## src/sv/mep_pkg.sv

```systemverilog
`default_nettype none
package mep_pkg;

   localparam int PIXEL_W     = 13;
   localparam int DIM_W       = 14;
   localparam int GRAY_W      = 8;
   localparam int COUNT_W     = 10;
   localparam int CSR_INDEX_W = 1;

   localparam logic [CSR_INDEX_W-1:0] CSR_IMAGE_WIDTH  = 1'd0;
   localparam logic [CSR_INDEX_W-1:0] CSR_IMAGE_HEIGHT = 1'd1;

   localparam logic [DIM_W-1:0] DIM_RESET = 14'd8192;

   // 255 squared: the gray search compares g*g*(limit-1) against this times the count.
   localparam int GRAY_SCALE = 65025;
   localparam int GRAY_SQ_W  = 16;
   localparam int GRAY_BIT_W = 3;

   typedef struct packed {
      logic                  div_start;
      logic                  div_step;
      logic                  map;
      logic                  mul;
      logic                  add;
      logic                  gray_init;
      logic                  gray_sq;
      logic                  gray_cmp;
      logic [GRAY_BIT_W-1:0] gray_bit;
      logic                  out_load;
   } mep_cmd_type;

   typedef struct packed {
      logic sq_fail;
      logic bound_fail;
      logic at_limit;
   } mep_status_type;

endpackage
`default_nettype wire

```

## src/sv/mep_controller.sv

```systemverilog
`default_nettype none
module mep_controller #(
   parameter int FRAC_BITS = 28
) (
   input  wire logic                    clock,
   input  wire logic                    reset,
   input  wire logic                    req_valid,
   output logic                         req_stall,
   output logic                         rsp_valid,
   input  wire logic                    rsp_stall,
   input  wire mep_pkg::mep_status_type status,
   output mep_pkg::mep_cmd_type         cmd
);
   import mep_pkg::*;

   localparam int QW     = PIXEL_W + 1 + FRAC_BITS;
   localparam int STEP_W = $clog2(QW);

   localparam logic [3:0] S_IDLE  = 4'd0;
   localparam logic [3:0] S_DIV   = 4'd1;
   localparam logic [3:0] S_MAP   = 4'd2;
   localparam logic [3:0] S_MUL   = 4'd3;
   localparam logic [3:0] S_ADD   = 4'd4;
   localparam logic [3:0] S_GINIT = 4'd5;
   localparam logic [3:0] S_GSQ   = 4'd6;
   localparam logic [3:0] S_GCMP  = 4'd7;
   localparam logic [3:0] S_OUT   = 4'd8;

   logic [3:0]            state_ff, state_in;
   logic [STEP_W-1:0]     step_ff, step_in;
   logic [GRAY_BIT_W-1:0] bit_ff, bit_in;
   logic                  rsp_valid_ff, rsp_valid_in;

   always_comb begin
      cmd      = '0;
      state_in = state_ff;
      step_in  = step_ff;
      bit_in   = bit_ff;
      case (state_ff)
         S_IDLE: begin
            if (req_valid) begin
               cmd.div_start = 1'b1;
               step_in       = STEP_W'(QW - 1);
               state_in      = S_DIV;
            end
         end
         S_DIV: begin
            cmd.div_step = 1'b1;
            if (step_ff == '0) begin
               state_in = S_MAP;
            end else begin
               step_in = step_ff - STEP_W'(1);
            end
         end
         S_MAP: begin
            cmd.map  = 1'b1;
            state_in = S_MUL;
         end
         S_MUL: begin
            cmd.mul  = 1'b1;
            state_in = S_ADD;
         end
         S_ADD: begin
            cmd.add = 1'b1;
            if (status.sq_fail || status.bound_fail || status.at_limit) begin
               state_in = S_GINIT;
            end else begin
               state_in = S_MUL;
            end
         end
         S_GINIT: begin
            cmd.gray_init = 1'b1;
            bit_in        = GRAY_BIT_W'(GRAY_W - 1);
            state_in      = S_GSQ;
         end
         S_GSQ: begin
            cmd.gray_sq  = 1'b1;
            cmd.gray_bit = bit_ff;
            state_in     = S_GCMP;
         end
         S_GCMP: begin
            cmd.gray_cmp = 1'b1;
            cmd.gray_bit = bit_ff;
            if (bit_ff == '0) begin
               state_in = S_OUT;
            end else begin
               bit_in   = bit_ff - GRAY_BIT_W'(1);
               state_in = S_GSQ;
            end
         end
         S_OUT: begin
            // The result register is free when empty or emptied by this transfer.
            if (!rsp_valid_ff || !rsp_stall) begin
               cmd.out_load = 1'b1;
               state_in     = S_IDLE;
            end
         end
         default: begin
            state_in = S_IDLE;
         end
      endcase
      rsp_valid_in = cmd.out_load | (rsp_valid_ff & rsp_stall);
   end

   always_ff @(posedge clock) begin
      if (reset) begin
         state_ff     <= S_IDLE;
         step_ff      <= '0;
         bit_ff       <= '0;
         rsp_valid_ff <= 1'b0;
      end else begin
         state_ff     <= state_in;
         step_ff      <= step_in;
         bit_ff       <= bit_in;
         rsp_valid_ff <= rsp_valid_in;
      end
   end

   assign req_stall = state_ff != S_IDLE;
   assign rsp_valid = rsp_valid_ff;

endmodule
`default_nettype wire

```

## config.mk

```make
export PLATFORM = sky130hd
export DESIGN_NAME = mep_controller
export DESIGN_NICKNAME = d
export VERILOG_FILES = /design/src/sv/mep_pkg.sv /design/src/sv/mep_controller.sv
export SDC_FILE = /design/constraint.sdc
export NUM_CORES = 1
export LEC_CHECK = 0
export ABC_AREA = 1
export ABC_CLOCK_PERIOD_IN_PS = 2100
export BUFFER_PORTS_ARGS = -buffer_cell sky130_fd_sc_hd__buf_2
export CAP_MARGIN = 20
export CORE_MARGIN = 10
export CORE_UTILIZATION = 57
export CTS_CLUSTER_DIAMETER = 80
export CTS_CLUSTER_SIZE = 24
export DETAILED_ROUTE_END_ITERATION = 10
export GPL_TIMING_DRIVEN = 0
export PLACE_DENSITY = 0.8
export SYNTH_ARGS = -nofsm -noshare
export SYNTH_HDL_FRONTEND = slang
export SYNTH_SLANG_ARGS = --single-unit
```

## constraint.sdc

```tcl
create_clock -name clock -period 2.1 [get_ports clock]
set_input_delay 0.42 -clock clock [delete_from_list [all_inputs] [get_ports clock]]
set_output_delay 0.42 -clock clock [all_outputs]
set_load 0.05 [all_outputs]
```

## Yosys cells after proc, flatten, opt, wreduce, memory -nomap -nowiden

Index checks and enable logic that the tools add are counted.

- Add/sub/neg operators: 2
- Eq/ne operators: 13
- Mux-type cells: 23
- Bitwise gates (word level): 2
- Reduce and logical (&&, ||, !) cells: 15

Operators by type and width:

| cell | count |
|---|---|
| one-hot mux 4 bit (9 select lines) | 1 |
| equality test 4 x 3 -> 1 bit, second input constant | 4 |
| two-way mux 4 bit | 4 |
| two-way mux 6 bit | 2 |
| one-hot mux 6 bit (2 select lines) | 1 |
| two-way mux 1 bit | 11 |
| != test 2 bit, second input constant | 5 |
| two-way mux 3 bit | 3 |
| equality test 4 x 2 -> 1 bit, second input constant | 2 |
| logical NOT 6 bit | 1 |
| one-hot mux 3 bit (2 select lines) | 1 |
| AND reduction 3 bit | 2 |
| subtractor 6 x 1 -> 6 bit, second input constant | 1 |
| equality test 4 x 1 -> 1 bit, second input constant | 1 |
| equality test 4 bit, second input constant | 1 |
| logical NOT 4 bit | 1 |
| nonzero test 2 bit | 2 |
| nonzero test 4 bit | 1 |
| logical NOT 3 bit | 1 |
| logical OR 1 bit | 3 |
| subtractor 3 x 1 -> 3 bit, second input constant | 1 |
| logical NOT 1 bit | 2 |
| AND reduction 2 bit | 1 |
| OR reduction 2 bit | 1 |
| 2 further kinds | 2 |

- Flip-flop bits (word level): 14
- Input bits: 7
- Output and inout bits: 14
- Logic and storage cells: 59

## Logic depth before layout (Yosys ltp)

Gate-level depths: netlist of run 1.

- Depth in word-level cells: 5
- Depth in mapped cells: 9
- Depth with buffers taken out: 9

## Least setup slack after synthesis of run 1

No wires, ideal clock.

- Path type: register to output
- From: register rsp_valid_ff, in the netlist rsp_valid
- To: output port cmd[0] (netlist name)
- Arrival time: 1.324 ns
- Data required time: 1.680 ns
- Slack: 0.356 ns
- Cell stages (with the launch flop): 4
- Path buffers: 0
- Cells stage by stage: dfxtp_1 -> nand2_1 -> inv_1 -> nor2_1

RTL lines:

| element | line | source |
|---|---|---|
| from (decl) | mep_controller.sv:32 | `logic rsp_valid_ff, rsp_valid_in;` |
| from (signal assigned) | mep_controller.sv:115 | `rsp_valid_ff <= rsp_valid_in;` |
| to (decl) | mep_controller.sv:12 | `output mep_pkg::mep_cmd_type cmd` |

==> results of run 1 <==
-- cell type report --
type	count	area, um2
multi-input combinational	110	602
fill	140	444
sequential	14	280
timing repair buffer	19	95.1
inverter	23	91.3
clock buffer	3	22.5
tap	16	20.0
buffer	1	3.75
-- worst min-delay path: stages --
cell	delay (ps)
buf_2	100
nand2_1	70
a21oi_1	60
-- cells by family (layout without fill, tap and decap cells) --
family	after synthesis	in the layout	synth area share [%]
AO/OA/AOI/OAI	13	13	7.30
XOR/XNOR	2	2	1.79
adder cells (fa/ha/maj)	4	4	5.12
buffers and inverters	24	46	9.73
flip-flops	14	14	28.7
AND/OR/NAND/NOR	91	91	47.4
-- path summary, 6_finish.rpt --
kind         cells after the start                      from  slack (ps)                 endpoint
min                              3                 rsp_stall         410     rsp_valid$_SDFF_PP0_
min reg2reg                      2      rsp_valid$_SDFF_PP0_         490     rsp_valid$_SDFF_PP0_
max                              6  state_ff[3]$_SDFFE_PP0P_         230                  cmd[11]
max reg2reg                      8   step_ff[0]$_SDFFE_PP0P_         800  step_ff[4]$_SDFFE_PP0P_
-- report_power, final --
group / switching (mW) / leakage (nW) / internal (mW)
sequential: 0.0713 / 0.115 / 0.344
clock: 0.0904 / 0.0138 / 0.0666
combinational: 0.717 / 0.453 / 0.320
-- registers in the layout, indices dropped and copies added, names as in the netlist --
register and flops:
step_ff 6, rsp_valid 1, bit_ff 3, state_ff 4
-- Yosys cell counts, drive strengths merged --
library cell	number
a21oi	8
buf	1
clkinv	1
dfxtp	14
ha	4
inv	22
nand2	39
nand3	16
nand3b	1
nand4	1
nor2	32
nor3	2
o21ai	3
o2bb2ai	1
o31ai	1
xnor2	1
xor2	1
-- metal layers --
layer,vias to the layer above,wire length (um)
met5,-,0
met4,0,33
met3,6,155
met2,30,1170
met1,465,956
li1,510,-
-- cell usage in the layout, fill, tap and decap left out, types with 5 or more instances in the layout --
master,instances
nand2_1,31
nor2_1,25
buf_2,19
inv_1,17
nand3_1,15
dfxtp_1,14
a21oi_1,8
inv_2,5
nor2_4,5
-- through the flow --
step | worst slack [ps] | util [%] | power [mW] | cell area (um2) | hold WS, ps
after global routing | 132 | 71.5 | 1.77 | 1110 | 435
after global placement | 542 | 70.1 | 1.42 | 1090 | 474
after detailed placement | 531 | 70.1 | 1.45 | 1090 | 486
after floorplan | 356 | - | 1.26 | 977 | 463
after CTS | 212 | 71.5 | 1.61 | 1110 | 408
final | 229 | 71.5 | 1.61 | 1110 | 407
==> run metrics, run 1 <==
H-tree depth=1; most frequent CP cell=nor2_4; via/cell ratio=roughly 5.4; setup bufs post-CTS=0; crit path max fanout=7; fin crit period=1870 ps; Yosys warning count=0; met3 Track Usage GR=under 10%; layout net count=183; Post-Syn Nets=159; mean post-synth cell area=6.60 um2; Slew Viols, Final=0; M2 GR Usage=about 22%; CTS Sinks=14; initial antenna violation count=0; post-DP HPWL=1.85 mm; GR Overflow Total=0; largest net degree at the start of global routing=10; CP max stage cell=dfxtp_1; Power Dens Cells=1440 mW/mm2; remaining antenna violation count=0; CP Class=register to output pin; crit path cell chain=nor2_4 > inv_2 > nor2_4 > nand2_4 > inv_1 > buf_2; vias in the first global route=approximately 920; final std cells w/o fill=186; Setup violations, final=0; Post-CTS Resized=0; RSZ-0062 raised after global routing=false; worst clock skew=2.92 ps; DRC=0; global placement routability congestion=0.836; CTS buffer count=3; cell count after synthesis=approximately 150; Yosys reg bits=14; initial DRC count=36; Synth cell types=25; Die Ht=61.4 um; # diodes=0; Peak VDD IR=768 uV; Final Cycle Share=89.1%; # Max-Cap Violations=0; Slowest Stage Delay on Critical Path=370 ps; FP Rows=14; Final Hold Fails=0; Synth top area share=28.7%; first-pass GRT wire length=3.83 mm; Slew headroom=roughly 76%; Routed WL=2.31 mm; GR Util All Layers=13.5%; Achievable Freq=535 MHz; Layout area overhead=14.1%; status=finished, final reports clean; Yosys top cell by area=dfxtp_1; share of layout cells above drive strength 1=26.5%; CTS tree=done; top post-synthesis cells by area=dfxtp_1 29%, nand2_1 12%, nor2_1 9.6%, nand3_1 7.7%, inv_1 6.5%; DRT Pass-1 Iters=4; Buf+Inv Stages, Crit Path=3; Critical Path AT=1450 ps; CP Launch Type=register; Initial Utilization=62.7%; IO buf count=19; core area=~0.0016 mm2; die width=61.4 um; hold_buf cts=0; clock transition at the registers of the reported paths=90 ps; drt wl/cell=12.4 um; HP Class=input port to register; die area=between 0.003 and 0.004 mm2; dpl cells=between 150 and 200; Tightest Pin Transition=367 ps; Vias=1011; sequential area share after synthesis=28.7%; root buffer cell=clkbuf_4; GR Util met1=15.7%; Worst setup EP type=output pin; Worst path top cell family by delay=simple AND/OR/NAND/NOR gates; LEAKAGE=0.581 nW; setup tns final=0 ps; io pins=21; Mapped Area=~980 um2; Critical Path RT=1680 ps; clk buf depth=2; GR peak layer=met2; Clock Latency Late Sink=280 ps
Power figures use the tool's default switching activity.
==> inputs of run 2 (changes only) <==
- PLACE_DENSITY: 0.8 -> unset
- PLACE_DENSITY_LB_ADDON: unset -> 0.08
==> run 2 against run 1 <==
  * Non-clock buffer count unchanged
  * Clock power rose by 27%
  * Core utilization up 0.88 points
  * Critical path depth stayed put
  * Sequential share of layout area down 0.31 points
  * Sequential power hardly changed
  * Via count is 4.8% lower
  * Hold slack worse by 12 ps
  * Die area unchanged
  * Global-route usage down 0.96 points
  * Sequential cell count did not move
  * Critical endpoint unchanged
  * Largest cell class unchanged
==> run metrics, run 2 (synthesized netlist as in run 1, its figures left out) <==
status=finished, final reports clean; worst r2r path cells=8; dpl cells=183; Initial Utilization=between 60% and 70%; Flop pwr share=25.1%; layout net count=~180; Routed WL=2.21 mm; Achievable Freq=about 530 MHz; share of layout cells above drive strength 1=26.9%; Critical Path AT=1480 ps; biggest regs=step_ff: 6 flops, state_ff: 4 flops, bit_ff: 3 flops; Largest Register=step_ff; HP Start=rsp_stall; M2 GR Usage=between 20% and 30%; Switch Pwr=0.883 mW; Multi-input gate area=602 um2; largest net degree at the start of global routing=10; max reg flops=6; GR Util All Layers=12.5%; Die Ht=61.4 um; Peak VDD IR=1000 uV; # diodes=0; Clock Latency Late Sink=280 ps; IO buf count=19; Worst setup startpoint=state_ff[3]$_SDFFE_PP0P_; first-pass GRT wire length=3.65 mm; CTS buffer count=3; Post-CTS Resized=0; internal power=0.772 mW; root buffer cell=clkbuf_4; Vias=962; Critical Path RT=1680 ps; setup tns final=0 ps; initial DRC count=24; crit path max fanout=7; io pins=21; core area=0.00156 mm2; R2R Setup Slk=790 ps; Comb pwr share=62.9%; # Max-Cap Violations=0; switching portion of total power=53.4%; vias in the first global route=881; DRC=0; H-tree depth=1; CP Class=register to output pin; worst clock skew=~4.5 ps; global placement routability congestion=a little over 0.8; Reg-to-Reg Start=step_ff[0]$_SDFFE_PP0P_; Tightest Pin Transition=368 ps; clk buf depth=2; Worst setup EP type=output pin; Slew Viols, Final=0; register area=280 um2; CP Launch Type=register; Power Dens Cells=1470 mW/mm2; Layout area overhead=15.5%; clock transition at the registers of the reported paths=90 ps; remaining antenna violation count=0; DRT Pass-1 Iters=4; most frequent cells in the layout=31 x nand2_1, 25 x nor2_1, 19 x buf_2, 17 x inv_1, 15 x nand3_1; die width=61.4 um; Setup violations, final=0; die area=0.00377 mm2; final std cells w/o fill=187; setup bufs post-CTS=0; drt wl/cell=11.8 um; HP Class=input port to register; GR Util met1=14.2%; Slew headroom=75.5%; FP Rows=14; FILL cells=120; RSZ-0062 raised after global routing=false; CTS tree=done; Worst Setup EP=cmd[11]; fin crit period=around 1900 ps; capture point of the worst reg-to-reg path=step_ff[4]$_SDFFE_PP0P_; LEAKAGE=0.588 nW; clock share of power=12.0%; met3 Track Usage GR=4.12%; Final Cycle Share=90.6%; post-DP HPWL=1.79 mm; commonest non-fill, non-tap cell in the layout=nand2_1; GR Overflow Total=0; initial antenna violation count=0; GR peak layer=met2; via/cell ratio=5.14; hold_buf cts=0; Final Hold Fails=0; CTS Sinks=14
-- run 2: cell count changes in the layout (fill, tap and decap cells not counted), sizes merged --
cell    change
clkbuf      +1
-- run 2: final cells by class --
cell class,count,area share (%)
Clock buffer,4,3.22
Timing Repair Buffer,19,8.43
Sequential cell,14,24.8
Multi-Input combinational cell,110,53.3
Tap cell,16,1.77
Inverter,23,8.09
Buffer,1,0.333
-- run 2: critical path, stage by stage, from the launching register on --
cell and delay, ps:
dfxtp_1 380, nor2_4 200, inv_2 80, nor2_4 110
nand2_4 100, inv_1 70, buf_2 250
-- run 2: worst min-delay path by stage --
stage	to	slack, ps	cells after the start
final	rsp_valid$_SDFF_PP0_	400	3
after global routing	rsp_valid$_SDFF_PP0_	410	3
after CTS	rsp_valid$_SDFF_PP0_	400	3
after detailed placement	bit_ff[1]$_SDFFE_PP0P_	480	2
after global placement	rsp_valid$_SDFF_PP0_	470	2
after floorplan	bit_ff[1]$_SDFFE_PP0P_	460	2
-- run 2: power groups by stage --
stage	Combinational [mW]	Clock (mW)	Sequential, mW
final	1.04	0.199	0.415
after global routing	1.18	0.211	0.424
after CTS	1.04	0.203	0.414
after detailed placement	1.04	0	0.420
after global placement	0.996	0	0.419
after floorplan	0.854	0	0.408
-- run 2: routing by layer --
| layer | share of wire [%] | vias to the layer above |
|---|---|---|
| met1 | 46 | 431 |
| met5 | 0 | - |
| met3 | 5.3 | 4 |
| met2 | 48 | 17 |
| li1 | - | 510 |
| met4 | 0.82 | 0 |
-- run 2: stage by stage --
step                      cell area, um2  hold slack [ps]  worst slack, ps  util (%)  total power [mW]
after floorplan                      977              463              356         -              1.26
final                               1130              395              196      72.4              1.66
after detailed placement            1090              477              513      70.1              1.46
after global routing                1130              415              118      72.4              1.82
after CTS                           1130              398              195      72.4              1.66
after global placement              1090              473              540      70.1              1.42
